`config.mk`:
```
export PLATFORM = sky130hd
export DESIGN_NAME = dmc_queue
export DESIGN_NICKNAME = d
export VERILOG_FILES = /design/src/rtl/direct_mapped_cache_tag_check_defines.svh /design/src/rtl/dmc_pkg.sv /design/src/rtl/dmc_queue.sv
export SDC_FILE = /design/constraint.sdc
export NUM_CORES = 1
export LEC_CHECK = 0
export BUFFER_PORTS_ARGS = -buffer_cell sky130_fd_sc_hd__buf_2
export CAP_MARGIN = 40
export CORE_MARGIN = 5
export CORE_UTILIZATION = 47
export DETAILED_ROUTE_END_ITERATION = 8
export PLACE_DENSITY_LB_ADDON = 0.15
export RECOVER_POWER = 50
export SKIP_LAST_GASP = 1
export SLEW_MARGIN = 40
export SYNTH_ARGS = -nofsm -noshare
export SYNTH_HDL_FRONTEND = slang
export SYNTH_SLANG_ARGS = --single-unit
```
`constraint.sdc`:
```
create_clock -name clk -period 2.52 [get_ports clk]
set_input_delay 0.378 -clock clk [delete_from_list [all_inputs] [get_ports clk]]
set_output_delay 0.378 -clock clk [all_outputs]
set_load 0.05 [all_outputs]
```
`src/rtl/direct_mapped_cache_tag_check_defines.svh`:
```
// assertion macros for the direct-mapped cache tag check
`ifndef DIRECT_MAPPED_CACHE_TAG_CHECK_DEFINES_SVH
`define DIRECT_MAPPED_CACHE_TAG_CHECK_DEFINES_SVH

`ifndef ASSERT_OFF

// same-cycle implication, disabled while reset is asserted
`define DMC_ASSERT_SAME(name, clk, rst_n, ante, cons) \
    name: assert property (@(posedge clk) disable iff (!rst_n) (ante) |-> (cons)) \
        else $error("dmc assertion failed");

// next-cycle implication, disabled while reset is asserted
`define DMC_ASSERT_NEXT(name, clk, rst_n, ante, cons) \
    name: assert property (@(posedge clk) disable iff (!rst_n) (ante) |=> (cons)) \
        else $error("dmc assertion failed");

`else

`define DMC_ASSERT_SAME(name, clk, rst_n, ante, cons)
`define DMC_ASSERT_NEXT(name, clk, rst_n, ante, cons)

`endif

`endif

```
`src/rtl/dmc_pkg.sv`:
```
// shared constants and types of the direct-mapped cache tag check
`timescale 1ns / 1ps

package dmc_pkg;

    // line store geometry
    localparam int MAX_LINES   = 1024;
    localparam int LINE_W      = (MAX_LINES > 1) ? $clog2(MAX_LINES) : 1;
    localparam int INDEX_LIMIT = $clog2(MAX_LINES + 1) - 1;

    // field widths
    localparam int ADDR_W     = 32;
    localparam int TAG_W      = 32;
    localparam int LINE_OUT_W = 10;
    localparam int COUNT_W    = 32;
    localparam int SHIFT_W    = 5;
    localparam int IDX_BITS_W = 4;
    localparam int EFF_W      = 5;

    // configuration port
    localparam int CFG_IDX_W  = 2;
    localparam int CFG_DATA_W = 32;
    localparam logic [CFG_IDX_W-1:0] CFG_BLOCK_SHIFT = CFG_IDX_W'(0);
    localparam logic [CFG_IDX_W-1:0] CFG_INDEX_BITS  = CFG_IDX_W'(1);

    localparam logic [SHIFT_W-1:0]    BLOCK_SHIFT_RST = SHIFT_W'(4);
    localparam logic [IDX_BITS_W-1:0] INDEX_BITS_RST  = IDX_BITS_W'(6);
    localparam logic [EFF_W-1:0]      EFF_LIMIT       = EFF_W'(INDEX_LIMIT);

    // queue between front and back
    localparam int QUEUE_DEPTH = 2;
    localparam int QPTR_W      = $clog2(QUEUE_DEPTH);
    localparam int QCNT_W      = $clog2(QUEUE_DEPTH + 1);

    typedef struct packed {
        logic [LINE_W-1:0] line;
        logic [TAG_W-1:0]  tag;
    } entry_t;

    typedef struct packed {
        logic not_empty;
        logic not_full;
    } queue_stat_t;

    typedef struct packed {
        logic clear_done;
        logic lookup;
    } back_stat_t;

    typedef struct packed {
        logic             valid;
        logic [TAG_W-1:0] tag;
    } line_rec_t;

    localparam int REC_W = $bits(line_rec_t);

endpackage

```
`src/rtl/dmc_queue.sv`:
```
// small fifo between the front end and the back end
`timescale 1ns / 1ps

module dmc_queue (
    input  logic                 clk,
    input  logic                 rst_n,
    input  logic                 push,
    input  dmc_pkg::entry_t      push_entry,
    input  logic                 pop,
    output dmc_pkg::entry_t      head,
    output dmc_pkg::queue_stat_t stat
);

    import dmc_pkg::*;

    entry_t            slot_reg [QUEUE_DEPTH];
    logic [QPTR_W-1:0] wr_ptr_reg;
    logic [QPTR_W-1:0] wr_ptr_next;
    logic [QPTR_W-1:0] rd_ptr_reg;
    logic [QPTR_W-1:0] rd_ptr_next;
    logic [QCNT_W-1:0] count_reg;
    logic [QCNT_W-1:0] count_next;

    // pointer and fill count update
    always_comb
    begin
        wr_ptr_next = wr_ptr_reg;
        rd_ptr_next = rd_ptr_reg;
        count_next  = count_reg;
        if (push)
        begin
            wr_ptr_next = (wr_ptr_reg == QPTR_W'(QUEUE_DEPTH - 1)) ? '0
                                                                    : wr_ptr_reg + 1'b1;
        end
        if (pop)
        begin
            rd_ptr_next = (rd_ptr_reg == QPTR_W'(QUEUE_DEPTH - 1)) ? '0
                                                                    : rd_ptr_reg + 1'b1;
        end
        if (push && !pop)
        begin
            count_next = count_reg + 1'b1;
        end
        else if (pop && !push)
        begin
            count_next = count_reg - 1'b1;
        end
    end

    always_ff @(posedge clk or negedge rst_n)
    begin
        if (!rst_n)
        begin
            wr_ptr_reg <= '0;
            rd_ptr_reg <= '0;
            count_reg  <= '0;
        end
        else
        begin
            wr_ptr_reg <= wr_ptr_next;
            rd_ptr_reg <= rd_ptr_next;
            count_reg  <= count_next;
        end
    end

    // storage
    always_ff @(posedge clk)
    begin
        if (push)
        begin
            slot_reg[wr_ptr_reg] <= push_entry;
        end
    end

    assign head           = slot_reg[rd_ptr_reg];
    assign stat.not_empty = (count_reg != '0);
    assign stat.not_full  = (count_reg != QCNT_W'(QUEUE_DEPTH));

endmodule

```
==> results.md <==
- Status: completed
- Sequential share of power: 38.9%
- Tcrit/Tclk final: 85.8%
- Design area: 4150 µm²
- Yosys reg bits: 88
- FMAX: 462 MHz
- Clock share of power: 16.6%
- Number of global-route vias before repair: 1692
- Total CTS buffers: 9
- Startpoint Class: register
- Mapped Area: 3420 µm²
- Final Hold Violating Endpoints: 0
- Maximum VDD drop: 0.691 mV
- Die width: 95.3 µm
- Rows: 31
- Total Routing Usage GR: 12.4%
- Switching pwr: 2.15 mW
- Clk sinks: 88
- Worst slew margin: 23.6%
- DR vias: 1605
- Place WS: 0.693 ns
- DR top layer: met4
- Layout Utilization: 57.9%
- Fill cells: 566
- Syn nets: 194
- Post-route DRC: 0
- Period minus WS final: 2.16 ns
- DR pass1 iterations: 3
- Hold WS: 0.229 ns
- DIE HEIGHT: 95.3 µm
- Max-Cap Viols: 0
- Final #Nets: 294
- IO Port Bufs: 89
- Most area-consuming cells after synthesis: edfxtp_1 (74%), mux2_4 (17%), dfrtp_1 (2.9%)
- Cell taking the most area after synthesis: edfxtp_1
- Lkg Pwr: 1.64 nW
- Netlist cell types: 15
- Layout area overhead: 21.3%
- Die area: 9090 µm²
- Clock slew at reported path FFs: 0.08 ns
- Cells after Synth: 147
- Metal1 wirelength: 2.18 mm
- First-pass GRT wire length: 8.21 mm
- CP Class: register to output pin
- Setup TNS: 0 ns
- Crit path max fanout: 18
- Grt total ovfl: 0
- CP endpoint kind: output pin
- Worst hold path class: primary input to register
- HPWL Detailed: 3.72 mm
- Switching Fraction: 40.0%
- Total wire length: 5.32 mm
- Placed insts: 334
- Reg area: 2620 µm²
- Avg WL per Cell: 15.2 µm
- Io pins: 90
- GPL Wtd Cong: 0.679
- Initial antenna violation count: 0
- Comb power frac: 44.6%
- Root buf cell: clkbuf_8
- Tot Pwr: 5.37 mW
- Worst-margin pin slew: 1.14 ns
- Clk_skew: 0.00504 ns
- Share of cells above drive strength 1: 51.2%
- Avg Inst Size Synth: 23.3 µm²
- Skew-Pair Late Insertion Delay: 0.33 ns
- Pint: 3.22 mW
- Routed wl met3: 311 µm
- Detail Route Antenna Nets: 0
- Number of diodes: 0
- DP Area: 3990 µm²
- Post-Layout Cell Count: 351
- CTS tree: built
- Metal2 WL: 2.75 mm
- CTS H-Tree Depth: 3
- RSZ-0062 raised after global routing: no
- Critical path required time: 2.14 ns
- Multi-input gate area: 712 µm²
- Final WS setup: 0.357 ns
- Yosys top cell area share: 73.7%
- Pins over their slew limit: 0
- Core area: 7180 µm²
- Pwr/cell area: 1290 nW/µm²
- R2R setup slack: 0.58 ns
- Seq/Total Area, Yosys: 76.6%
- WP data arrival: 1.78 ns
- Initial detailed-routing violation count: 32
- Vias per Instance: 4.57
- Initial Utilization: 47.7%
- Setup-failing EPs final: 0
- Largest net degree at the start of global routing: 28
- Setup bufs post-CTS: 0
- Max reg flops: 84
- Total of warnings raised by yosys: 0
- Clock Tree Buf Depth: 2
==> layout make-up <==
type | count | area share, %
flip-flops and latches | 88 | 63.2
clock buffers | 14 | 3.44
repair buffers | 94 | 12.3
clock inverters | 2 | 0.844
multi-input cells | 53 | 17.1
well taps | 99 | 2.98
inverters | 1 | 0.0904
==> repair_timing <==
item,in CTS,in global routing
resized for setup,0,0
hold buffers,1,0
hold endpoints to repair,4,0
==> final timing paths <==
check | start | to | depth (start not counted)
max in group asynchronous | rst_n | rd_ptr_reg | 2
min | push_entry[36] | slot_reg[0][36] | 1
min reg2reg | count_reg[1] | count_reg[1] | 1
max reg2reg | wr_ptr_reg | slot_reg[1][35] | 2
max | rd_ptr_reg | head[28] | 3
min in group asynchronous | rst_n | count_reg[0] | 2
==> cell usage in the layout (no fill, tap or decap) <==
cell,instances
inv_1,1
nor2b_4,1
or2_2,1
xor2_1,4
nor2_1,1
ha_1,1
bufinv_16,1
edfxtp_1,84
mux2_4,39
buf_12,4
dlygate4sd3_1,1
dfrtp_1,3
xnor2_1,1
and2_0,1
clkinv_2,1
clkbuf_1,25
mux2_2,3
clkbuf_8,9
nand2b_1,1
buf_2,69
dfrtp_2,1
==> synthesized netlist by cell type <==
cell       n
and2_1     1
nor2b_1    1
or2_2      1
nor2_1     1
mux2_2     3
xor2_1     4
inv_1      1
ha_1       1
nand2b_1   1
buf_6      1
mux2_4    39
edfxtp_1  84
buf_12     4
dfrtp_1    4
xnor2_1    1
==> critical path, cell delays in order (launching register included) <==
cell	delay [ns]
dfrtp_2	0.65
buf_12	0.24
mux2_2	0.35
buf_2	0.21
==> per-layer routing <==
layer	vias to the layer above	track usage [%]
li1	770	-
met1	781	14.9
met2	47	20.8
met3	7	3.08
met4	0	6.13
met5	-	0
==> logic make-up (layout without fill, tap and decap cells) <==
kind of cell | Yosys count | after routing | share of synthesized area, %
flops | 88 | 88 | 76.6
simple gates | 5 | 5 | 0.841
buf+inv | 6 | 111 | 2.78
xor+xnor | 5 | 5 | 1.28
fa+ha+maj | 1 | 1 | 0.366
mux | 42 | 42 | 18.1
==> power groups by stage <==
stage	Sequential [mW]	Combinational (mW)	Clock (mW)
floorplan	2.05	2.12	0
global placement	2.11	2.43	0
detailed placement	2.12	2.43	0
CTS	2.09	2.44	0.915
global route	2.12	2.50	0.978
finish	2.09	2.39	0.889
Power figures use the tool's default switching activity.
