**src/rtl/direct_mapped_cache_tag_check_defines.svh**
```systemverilog
// assertion macros for the direct-mapped cache tag check
`ifndef DIRECT_MAPPED_CACHE_TAG_CHECK_DEFINES_SVH
`define DIRECT_MAPPED_CACHE_TAG_CHECK_DEFINES_SVH

`ifndef ASSERT_OFF

// same-cycle implication, disabled while reset is asserted
`define DMC_ASSERT_SAME(name, clk, rst_n, ante, cons) \
    name: assert property (@(posedge clk) disable iff (!rst_n) (ante) |-> (cons)) \
        else $error("dmc assertion failed");

// next-cycle implication, disabled while reset is asserted
`define DMC_ASSERT_NEXT(name, clk, rst_n, ante, cons) \
    name: assert property (@(posedge clk) disable iff (!rst_n) (ante) |=> (cons)) \
        else $error("dmc assertion failed");

`else

`define DMC_ASSERT_SAME(name, clk, rst_n, ante, cons)
`define DMC_ASSERT_NEXT(name, clk, rst_n, ante, cons)

`endif

`endif

```
**src/rtl/dmc_pkg.sv**
```systemverilog
// shared constants and types of the direct-mapped cache tag check
`timescale 1ns / 1ps

package dmc_pkg;

    // line store geometry
    localparam int MAX_LINES   = 1024;
    localparam int LINE_W      = (MAX_LINES > 1) ? $clog2(MAX_LINES) : 1;
    localparam int INDEX_LIMIT = $clog2(MAX_LINES + 1) - 1;

    // field widths
    localparam int ADDR_W     = 32;
    localparam int TAG_W      = 32;
    localparam int LINE_OUT_W = 10;
    localparam int COUNT_W    = 32;
    localparam int SHIFT_W    = 5;
    localparam int IDX_BITS_W = 4;
    localparam int EFF_W      = 5;

    // configuration port
    localparam int CFG_IDX_W  = 2;
    localparam int CFG_DATA_W = 32;
    localparam logic [CFG_IDX_W-1:0] CFG_BLOCK_SHIFT = CFG_IDX_W'(0);
    localparam logic [CFG_IDX_W-1:0] CFG_INDEX_BITS  = CFG_IDX_W'(1);

    localparam logic [SHIFT_W-1:0]    BLOCK_SHIFT_RST = SHIFT_W'(4);
    localparam logic [IDX_BITS_W-1:0] INDEX_BITS_RST  = IDX_BITS_W'(6);
    localparam logic [EFF_W-1:0]      EFF_LIMIT       = EFF_W'(INDEX_LIMIT);

    // queue between front and back
    localparam int QUEUE_DEPTH = 2;
    localparam int QPTR_W      = $clog2(QUEUE_DEPTH);
    localparam int QCNT_W      = $clog2(QUEUE_DEPTH + 1);

    typedef struct packed {
        logic [LINE_W-1:0] line;
        logic [TAG_W-1:0]  tag;
    } entry_t;

    typedef struct packed {
        logic not_empty;
        logic not_full;
    } queue_stat_t;

    typedef struct packed {
        logic clear_done;
        logic lookup;
    } back_stat_t;

    typedef struct packed {
        logic             valid;
        logic [TAG_W-1:0] tag;
    } line_rec_t;

    localparam int REC_W = $bits(line_rec_t);

endpackage

```
**src/rtl/dmc_if.sv**
```systemverilog
// channel interfaces: lookup requests, lookup results, configuration writes
`timescale 1ns / 1ps

interface dmc_in_if;
    import dmc_pkg::*;
    logic              valid;
    logic              ready;
    logic [ADDR_W-1:0] address;
    modport source (output valid, output address, input ready);
    modport sink (input valid, input address, output ready);
endinterface


interface dmc_cfg_if;
    import dmc_pkg::*;
    logic                  valid;
    logic                  ready;
    logic [CFG_IDX_W-1:0]  index;
    logic [CFG_DATA_W-1:0] data;
    modport source (output valid, output index, output data, input ready);
    modport sink (input valid, input index, input data, output ready);
endinterface

```
**src/rtl/dmc_front.sv**
```systemverilog
// front end: configuration registers and address split into line and tag
`timescale 1ns / 1ps

module dmc_front (
    input  logic            clk,
    input  logic            rst_n,
    dmc_in_if.sink          lookup,
    dmc_cfg_if.sink         cfg,
    input  logic            accept_ok,
    output logic            push,
    output dmc_pkg::entry_t entry
);

    import dmc_pkg::*;

    logic [SHIFT_W-1:0]    block_shift_reg;
    logic [SHIFT_W-1:0]    block_shift_next;
    logic [IDX_BITS_W-1:0] index_bits_reg;
    logic [IDX_BITS_W-1:0] index_bits_next;
    logic [ADDR_W-1:0]     block_addr;
    logic [EFF_W-1:0]      idx_ext;
    logic [EFF_W-1:0]      eff;
    logic [ADDR_W-1:0]     line_mask;
    logic [ADDR_W-1:0]     line_full;

    // configuration writes, always taken
    assign cfg.ready = 1'b1;

    always_comb
    begin
        block_shift_next = block_shift_reg;
        index_bits_next  = index_bits_reg;
        if (cfg.valid)
        begin
            unique case (cfg.index)
                CFG_BLOCK_SHIFT: block_shift_next = cfg.data[SHIFT_W-1:0];
                CFG_INDEX_BITS:  index_bits_next  = cfg.data[IDX_BITS_W-1:0];
                default:         ;
            endcase
        end
    end

    always_ff @(posedge clk or negedge rst_n)
    begin
        if (!rst_n)
        begin
            block_shift_reg <= BLOCK_SHIFT_RST;
            index_bits_reg  <= INDEX_BITS_RST;
        end
        else
        begin
            block_shift_reg <= block_shift_next;
            index_bits_reg  <= index_bits_next;
        end
    end

    // index width limited to the store
    assign idx_ext = EFF_W'(index_bits_reg);
    assign eff     = (idx_ext < EFF_LIMIT) ? idx_ext : EFF_LIMIT;

    // split of the block address
    assign block_addr = lookup.address >> block_shift_reg;
    assign line_mask  = (ADDR_W'(1) << eff) - ADDR_W'(1);
    assign line_full  = block_addr & line_mask;
    assign entry.line = LINE_W'(line_full);
    assign entry.tag  = TAG_W'(block_addr >> eff);

    // handshake
    assign lookup.ready = accept_ok;
    assign push         = lookup.valid && accept_ok;

endmodule

```
**src/flat_wrapper.sv**
```systemverilog
// flat-port wrapper written by rule: the top's interface ports become plain ports
module dmc_front_flat import dmc_pkg::*;
  (clk, rst_n, accept_ok, push, entry, lookup_valid, lookup_address, lookup_ready, cfg_valid, cfg_index, cfg_data, cfg_ready);
  dmc_in_if lookup_i ();
  dmc_cfg_if cfg_i ();
  input  logic clk;
  input  logic rst_n;
  input  logic accept_ok;
  output logic push;
  output dmc_pkg::entry_t entry;
  input wire logic [$bits(lookup_i.valid)-1:0] lookup_valid;
  input wire logic [$bits(lookup_i.address)-1:0] lookup_address;
  output wire logic [$bits(lookup_i.ready)-1:0] lookup_ready;
  input wire logic [$bits(cfg_i.valid)-1:0] cfg_valid;
  input wire logic [$bits(cfg_i.index)-1:0] cfg_index;
  input wire logic [$bits(cfg_i.data)-1:0] cfg_data;
  output wire logic [$bits(cfg_i.ready)-1:0] cfg_ready;
  assign lookup_i.valid = lookup_valid;
  assign lookup_i.address = lookup_address;
  assign lookup_ready = lookup_i.ready;
  assign cfg_i.valid = cfg_valid;
  assign cfg_i.index = cfg_index;
  assign cfg_i.data = cfg_data;
  assign cfg_ready = cfg_i.ready;
  dmc_front u_core (.clk(clk), .rst_n(rst_n), .lookup(lookup_i), .cfg(cfg_i), .accept_ok(accept_ok), .push(push), .entry(entry));
endmodule
```
**config.mk**
```make
export PLATFORM = sky130hd
export DESIGN_NAME = dmc_front_flat
export DESIGN_NICKNAME = d
export VERILOG_FILES = /design/src/rtl/direct_mapped_cache_tag_check_defines.svh /design/src/rtl/dmc_pkg.sv /design/src/rtl/dmc_if.sv /design/src/rtl/dmc_front.sv /design/src/flat_wrapper.sv
export SDC_FILE = /design/constraint.sdc
export NUM_CORES = 1
export LEC_CHECK = 0
export BUFFER_PORTS_ARGS = -buffer_cell sky130_fd_sc_hd__buf_2
export CAP_MARGIN = 20
export CORE_ASPECT_RATIO = 1.75
export CORE_MARGIN = 4
export CORE_UTILIZATION = 50
export DETAILED_ROUTE_END_ITERATION = 8
export GPL_TIMING_DRIVEN = 0
export PLACE_DENSITY = 0.8
export SKIP_LAST_GASP = 1
export SYNTH_ARGS = -nofsm -noshare
export SYNTH_HDL_FRONTEND = slang
export SYNTH_SLANG_ARGS = --single-unit
```
**constraint.sdc**
```tcl
create_clock -name clk -period 3.16 [get_ports clk]
set_clock_uncertainty 0.15 [all_clocks]
set_input_delay 0.632 -clock clk [delete_from_list [all_inputs] [get_ports clk]]
set_output_delay 0.632 -clock clk [all_outputs]
set_load 0.05 [all_outputs]
```
==> impl_results.md, run 1 <==
- Crit end category: output port
- Final wirelength: around 22 mm
- Row count: 43
- Largest buffer count on any clock path: 2
- Number of instances in the synthesized netlist: just over 500
- Count of warnings emitted by yosys: 0
- Clk slew on worst S/H paths: 0.04 ns
- Antenna violations before repair: 0
- Number of unique standard cell types used by synthesis: 71
- RSZ-0062 raised after global routing: yes
- Total CTS buffers: 3
- Routed wire length per instance: 29.1 um
- Core footprint: ~8000 sq um
- Required time at the worst-slack endpoint: 2.38 ns
- Dominant cells by area after synthesis: sky130_fd_sc_hd__mux4_2 25%, sky130_fd_sc_hd__mux2i_1 8.0%, sky130_fd_sc_hd__nand2_1 5.0%
- Post-detail-place hpwl: roughly 15 mm
- Worst Setup Path Type: reg -> out
- Antenna Violating Nets Remaining: 0
- Number of top-level pins: between 100 and 150
- Yosys reg bits: 9
- Number of design rule violations left after detail routing: 0
- Routability congestion estimate: about 0.99
- Pre-antenna DRT Iters: 6
- Area share of the leading cell type in the synthesized netlist: 0.251
- Share of flip-flops with an asynchronous set or reset: 1.00
- GR Overflow Total: 0
- PwrDens: 840 nW/um^2
- Most common library cell in the layout ignoring fill and taps: sky130_fd_sc_hd__buf_4
- Min-delay worst type: in -> async
- Die Area: 9840 sq um
- GR Util All Layers: 0.398
- Via density per instance: slightly below 8
- Number of global-route vias before repair: around 5.6k
- Count of vias placed by the detailed router: 5861
- Height of the die: 128 um
- Antenna diodes: 0
- Timing-limited maximum frequency: ~0.24 GHz
- Width of the chip: ~77 um
- Maximum number of pins on one net before global-route repair: 11
- Maximum capacitance violations: 0
- Peak supply drop: between 0.0004 and 0.0005 V
- Final worst setup slack: -0.955 ns
- Nature of the critical path startpoint: flop
- Root cell of the clock tree: sky130_fd_sc_hd__clkbuf_16
- Tmin final: 4.11 ns
- Slew at the pin closest to its max-slew limit: ~1.0 ns
- Sequential area share after synthesis: 0.0554
- Clock tree from TritonCTS: done
- Hold Violations, Final: 0
- Area delta synth->final: 66.0%
- Commonest non-fill, non-tap cells in the layout: 69 x sky130_fd_sc_hd__buf_4, 50 x sky130_fd_sc_hd__nand2_1, 48 x sky130_fd_sc_hd__buf_2
- Final instance area: 6860 sq um
- Max FFs per register: 5
- Cell area after technology mapping: 4130 sq um
- Setup violation total in the final timing report: 40
- Maximum level of the CTS H-tree: 1
- Worst Hold Margin: 0.0922 ns
- Relative slew slack: 0.334
- Status: complete, but fails checks
- Worst setup slack before clock tree synthesis: -1.14 ns
- Cell Area, Placed: between 5000 and 6000 sq um
- Number of synthesized flops with an enable pin: 0
- Failing checks: negative setup slack
- Global-route wire length before repair: about 31 mm
- CTS sink count: 9
- Predominant post-synthesis flop cell: sky130_fd_sc_hd__dfrtp_1
- Standby leakage power: 0.00258 uW
- Share of post-route cells with drive strength above 1: 0.633
- Post-synth top area cell: sky130_fd_sc_hd__mux4_2
- Count of nets after finishing: 730
- Largest fanout of any net on the critical path: 10
- Net count of the mapped netlist: 576
- Latest clock arrival within the worst-skew pair: 0.23 ns
- Final slew viol count: 0
- I/O Buffers: 87
- Initial Utilization: 0.515
- Drt first-iter violations: ~800
- Arrival time at the worst endpoint: 3.33 ns
- Post-Syn Area per Cell: 8.19 sq um
- Share of the clock period used by the worst path: 1.30
[cells in the mapped netlist (11+ instances only)]
master and count:
sky130_fd_sc_hd__a211oi_1 15, sky130_fd_sc_hd__nand2_1 55, sky130_fd_sc_hd__clkbuf_1 24, sky130_fd_sc_hd__a21oi_1 38, sky130_fd_sc_hd__nor3_1 16, sky130_fd_sc_hd__nor2_1 51, sky130_fd_sc_hd__mux2_2 14, sky130_fd_sc_hd__o21ai_0 21
sky130_fd_sc_hd__mux2i_1 33, sky130_fd_sc_hd__mux4_2 46, sky130_fd_sc_hd__o22ai_1 11
[power by group]
group          total, uW  internal (uW)  switching [uW]
clock network        219            168            50.9
registers            191            144            47.1
logic               5350           2180            3160
[routing by layer]
| layer | up-vias | global-route usage | wire, um |
|---|---|---|---|
| met5 | - | 0 | 0 |
| met4 | 0 | 0.339 | 2440 |
| met3 | 217 | 0.0492 | 1900 |
| met2 | 571 | 0.728 | 10700 |
| met1 | 2756 | 0.390 | 6660 |
| li1 | 2317 | - | - |
[through the flow]
stage,utilization,total power [uW],setup TNS (ns),cells
final,0.855,5760,-21.36,747
after global routing,0.855,5910,-23.01,747
after CTS,0.784,5090,-17.13,722
after detailed placement,0.644,3980,-24.84,682
after global placement,0.643,3940,-23.83,681
after floorplan,-,3140,-5.88,504
[area by class of cell]
type | instances | area (sq um)
Tap cell | 90 | 113
Sequential cell | 9 | 231
Inverter | 8 | 40.0
Fill cell | 424 | 1160
Clock buffer | 4 | 78.8
Buffer | 49 | 452
Timing Repair Buffer | 152 | 1250
Multi-Input combinational cell | 435 | 4690
[final timing paths]
kind                                           start                   endpoint  slack (ns)  cells after the start
max                        u_core.block_shift_reg[3]                  entry[11]       -0.95                      9
min                                            rst_n   u_core.index_bits_reg[0]        0.09                      1
max reg2reg                 u_core.index_bits_reg[3]   u_core.index_bits_reg[3]        0.79                      3
min reg2reg                u_core.block_shift_reg[3]  u_core.block_shift_reg[3]        0.88                      2
max in group asynchronous                      rst_n  u_core.block_shift_reg[2]        2.52                      1
min in group clk                         cfg_data[4]  u_core.block_shift_reg[4]        0.48                      3
[cell families (layout without fill, tap and decap cells)]
logic type,Yosys count,in the layout,synth area share
flops,9,9,0.0554
fa+ha+maj,1,1,0.00303
buf+inv,60,213,0.0724
xor+xnor,1,1,0.00212
compound gates,167,167,0.292
simple gates,168,168,0.187
other cells,1,1,0.000908
mux,97,97,0.387
[timing repair]
action	4_1_cts	5_1_grt
gates resized for setup	205	86
setup buffers	37	24
cloned	1	2
hold buffers	0	0
setup endpoints to repair	42	42
pin swaps	32	27
[worst max-delay path, stage by stage, from the launching register on]
cell	delay [ns]
sky130_fd_sc_hd__dfrtp_1	0.57
sky130_fd_sc_hd__buf_4	0.30
sky130_fd_sc_hd__buf_4	0.25
sky130_fd_sc_hd__nand2_2	0.19
sky130_fd_sc_hd__o22ai_1	0.44
sky130_fd_sc_hd__nor3_1	0.14
sky130_fd_sc_hd__a211oi_1	0.53
sky130_fd_sc_hd__a21oi_4	0.11
sky130_fd_sc_hd__a221oi_4	0.36
sky130_fd_sc_hd__buf_6	0.20
No activity file was read; power rests on OpenSTA's default activity.
==> run 2: changes to the inputs <==
- clock period: 3.16 -> 3.73 ns (I/O delays scaled with it)
==> run 2 against run 1 <==
Compared with the run above:
- the flow still finishes with violations (negative setup slack)
- sequential power down 14%
- via count down 2.5%
- critical path depth unchanged
- critical path type unchanged
- die area unchanged
- highest routed layer unchanged
- setup slack better by 0.57 ns
- flip-flop and latch count unchanged
- register-to-register slack better by 0.70 ns
==> impl_results.md, run 2 (same netlist as run 1, synthesis figures left out) <==
- Status: complete, but fails checks
- Failing checks: negative setup slack
- Height of the die: 128 um (unchanged)
- Cell Area, Placed: 4810 sq um (-6.8%)
- Hold Violations, Final: 0 (unchanged)
- Global-route wire length before repair: 31.9 mm (+4.4%)
- Worst Hold Margin: 0.204 ns (+0.112 ns)
- GR Overflow Total: 0 (unchanged)
- Routability congestion estimate: 1.04 (+5.5%)
- Clock power frac: 0.042 (+0.004)
- Net switching share of the total power: 0.578 (+0.0116)
- Number of design rule violations left after detail routing: 0 (unchanged)
- Largest buffer count on any clock path: 2 (unchanged)
- Int Pwr: 1920 uW (-23%)
- Maximum capacitance violations: 0 (unchanged)
- Antenna Violating Nets Remaining: 0 (unchanged)
- Startpoint of the most critical register-to-register path: u_core.index_bits_reg[3]
- Largest fanout of any net on the critical path: 10 (unchanged)
- Number of global-route vias before repair: 5654 (+0.80%)
- Drt first-iter violations: 680 (-16%)
- Critical-path top delay cell: sky130_fd_sc_hd__dfrtp_1
- Highest cell delay on the worst timing path: 0.49 ns (-0.08 ns)
- Pre-antenna DRT Iters: 8 (+2)
- Share of post-route cells with drive strength above 1: 0.585 (-0.0484)
- Maximum number of pins on one net before global-route repair: 11 (unchanged)
- Post-route setup TNS: -4.46 ns (+16.90 ns)
- Total CTS buffers: 3 (unchanged)
- Root cell of the clock tree: sky130_fd_sc_hd__clkbuf_16
- Tmin final: roughly 4.1 ns
- Peak supply drop: 0.000339 V (-30%)
- Arrival time at the worst endpoint: 3.22 ns (-0.11 ns)
- Setup violation total in the final timing report: 25 (-38%)
- Worst Reg2Reg Path Length in Cells: 3 (unchanged)
- Latest clock arrival within the worst-skew pair: 0.24 ns (about the same)
- RSZ-0062 raised after global routing: yes
- Commonest non-fill, non-tap cells in the layout: 55 x sky130_fd_sc_hd__buf_2, 55 x sky130_fd_sc_hd__buf_4, 52 x sky130_fd_sc_hd__nand2_1
- Initial Utilization: 0.515 (unchanged)
- Antenna violations before repair: 0 (unchanged)
- Die Area: 9840 sq um (unchanged)
- Count of nets after finishing: 716 (-1.9%)
- Via density per instance: 7.80 (-0.61%)
- Required time at the worst-slack endpoint: 2.83 ns (+0.45 ns)
- Slew at the pin closest to its max-slew limit: 1.03 ns (+0.0302 ns)
- Number of top-level pins: 116 (unchanged)
- Final wirelength: 22.3 mm (+2.3%)
- I/O Buffers: 87 (unchanged)
- Final worst setup slack: -0.386 ns (+0.568 ns)
- Antenna diodes: 0 (unchanged)
- CTS sink count: 9 (unchanged)
- Max FFs per register: 5 (unchanged)
- Clock tree from TritonCTS: done
- Switching power total: 2630 uW (-19%)
- Timing-limited maximum frequency: 0.243 GHz
- Count of vias placed by the detailed router: 5716 (-2.5%)
- Clk slew on worst S/H paths: 0.04 ns (about the same)
- Maximum level of the CTS H-tree: 1 (unchanged)
- Ordered cell list for the critical path: buf_4, clkbuf_4, clkbuf_2, mux2i_1, nand2_1, a21oi_2, a21oi_2, a222oi_1, buf_4
- Width of the chip: 76.7 um (unchanged)
- Worst Setup Path Type: reg -> out
- Area delta synth->final: 55.8%
- Standby leakage power: 0.00245 uW (-4.7%)
- Share of power burned in registers: 0.036 (+0.003)
- Final instance area: 6440 sq um (-6.1%)
- Comb power frac: 0.921 (-0.008)
- Share of the clock period used by the worst path: 1.10
- Nature of the critical path startpoint: flop
- Number of buffers inserted by hold repair at cts: 0 (unchanged)
- Row count: 43 (unchanged)
- PwrDens: 706 nW/um^2 (-16%)
- Relative slew slack: 0.312 (-0.0227)
- Post-detail-place hpwl: 15.9 mm (+5.1%)
- Final slew viol count: 0 (unchanged)
- Routed wire length per instance: 30.4 um (+4.3%)
- Power after layout: 4540 uW (-21%)
- Core footprint: 8020 sq um (unchanged)
- Crit end category: output port
- Min-delay worst type: in -> async
- GR Util All Layers: 0.425 (+0.0270)
- Endpoint of the worst-slack reg-to-reg timing path: u_core.index_bits_reg[3]
- Worst R2R Setup Slack: 1.49 ns (+0.70 ns)
## run 2: changes by cell type in the layout (fill, tap and decap cells not counted), moves of 6 or more
cell,before,now
sky130_fd_sc_hd__a211oi_2,5,11
sky130_fd_sc_hd__buf_6,46,31
sky130_fd_sc_hd__nor2_1,35,45
sky130_fd_sc_hd__a21oi_4,9,3
sky130_fd_sc_hd__buf_2,48,55
sky130_fd_sc_hd__buf_4,69,55
## run 2: power groups by stage
| stage | logic (uW) | clock network (uW) | registers, uW |
|---|---|---|---|
| after CTS | 3700 | 193 | 159 |
| final | 4190 | 193 | 165 |
| after global placement | 3000 | 0 | 134 |
| after detailed placement | 3010 | 0 | 136 |
| after global routing | 4300 | 196 | 165 |
| after floorplan | 2270 | 0 | 129 |
## run 2: routing by layer
layer | vias up | track usage | share of wire
met5 | - | 0 | 0
met4 | 0 | 0.425 | 0.14
met3 | 241 | 0.0710 | 0.092
met2 | 597 | 0.764 | 0.49
met1 | 2600 | 0.390 | 0.28
li1 | 2278 | - | -
## run 2: how the worst max path moves through the flow
stage               slack [ns]                 startpoint   endpoint
finish                   -0.39  u_core.block_shift_reg[3]  entry[10]
global route             -0.39  u_core.block_shift_reg[1]  entry[10]
CTS                      -0.19  u_core.block_shift_reg[2]  entry[10]
detailed placement       -0.65  u_core.block_shift_reg[2]   entry[4]
global placement         -0.70  u_core.block_shift_reg[2]   entry[1]
floorplan                -0.39  u_core.block_shift_reg[1]  entry[10]
## run 2: final cells by class
cell class / instances / area, sq um
tap: 90 / 113
multi-input combinational: 435 / 4410
sequential: 9 / 233
timing repair buffer: 139 / 1130
inverter: 8 / 32.5
clock buffer: 4 / 78.8
buffer: 48 / 435
fill: 493 / 1580
## run 2: worst max-delay path, delay by kind of cell, from the launching register on
kind	cells	cell delay, ns
AO/OA/AOI/OAI	3	0.78
buffers and inverters	4	1.15
flip-flops	1	0.49
multiplexers	1	0.42
AND/OR/NAND/NOR	1	0.13
## run 2: through the flow
stage,setup slack [ns],cells,utilization
2_1_floorplan,-0.391,504,-
5_1_grt,-0.389,733,0.803
4_1_cts,-0.190,712,0.742
6_report,-0.386,733,0.803
3_3_place_gp,-0.702,681,0.601
3_5_place_dp,-0.655,681,0.601
## run 2: what timing repair did
action                                  CTS  global route
endpoints found under the setup margin   38            34
endpoints found under the hold margin     0             0
setup buffers                            31            19
gates resized for setup                 210            69
cloned                                    0             2
pin swaps                                36            32
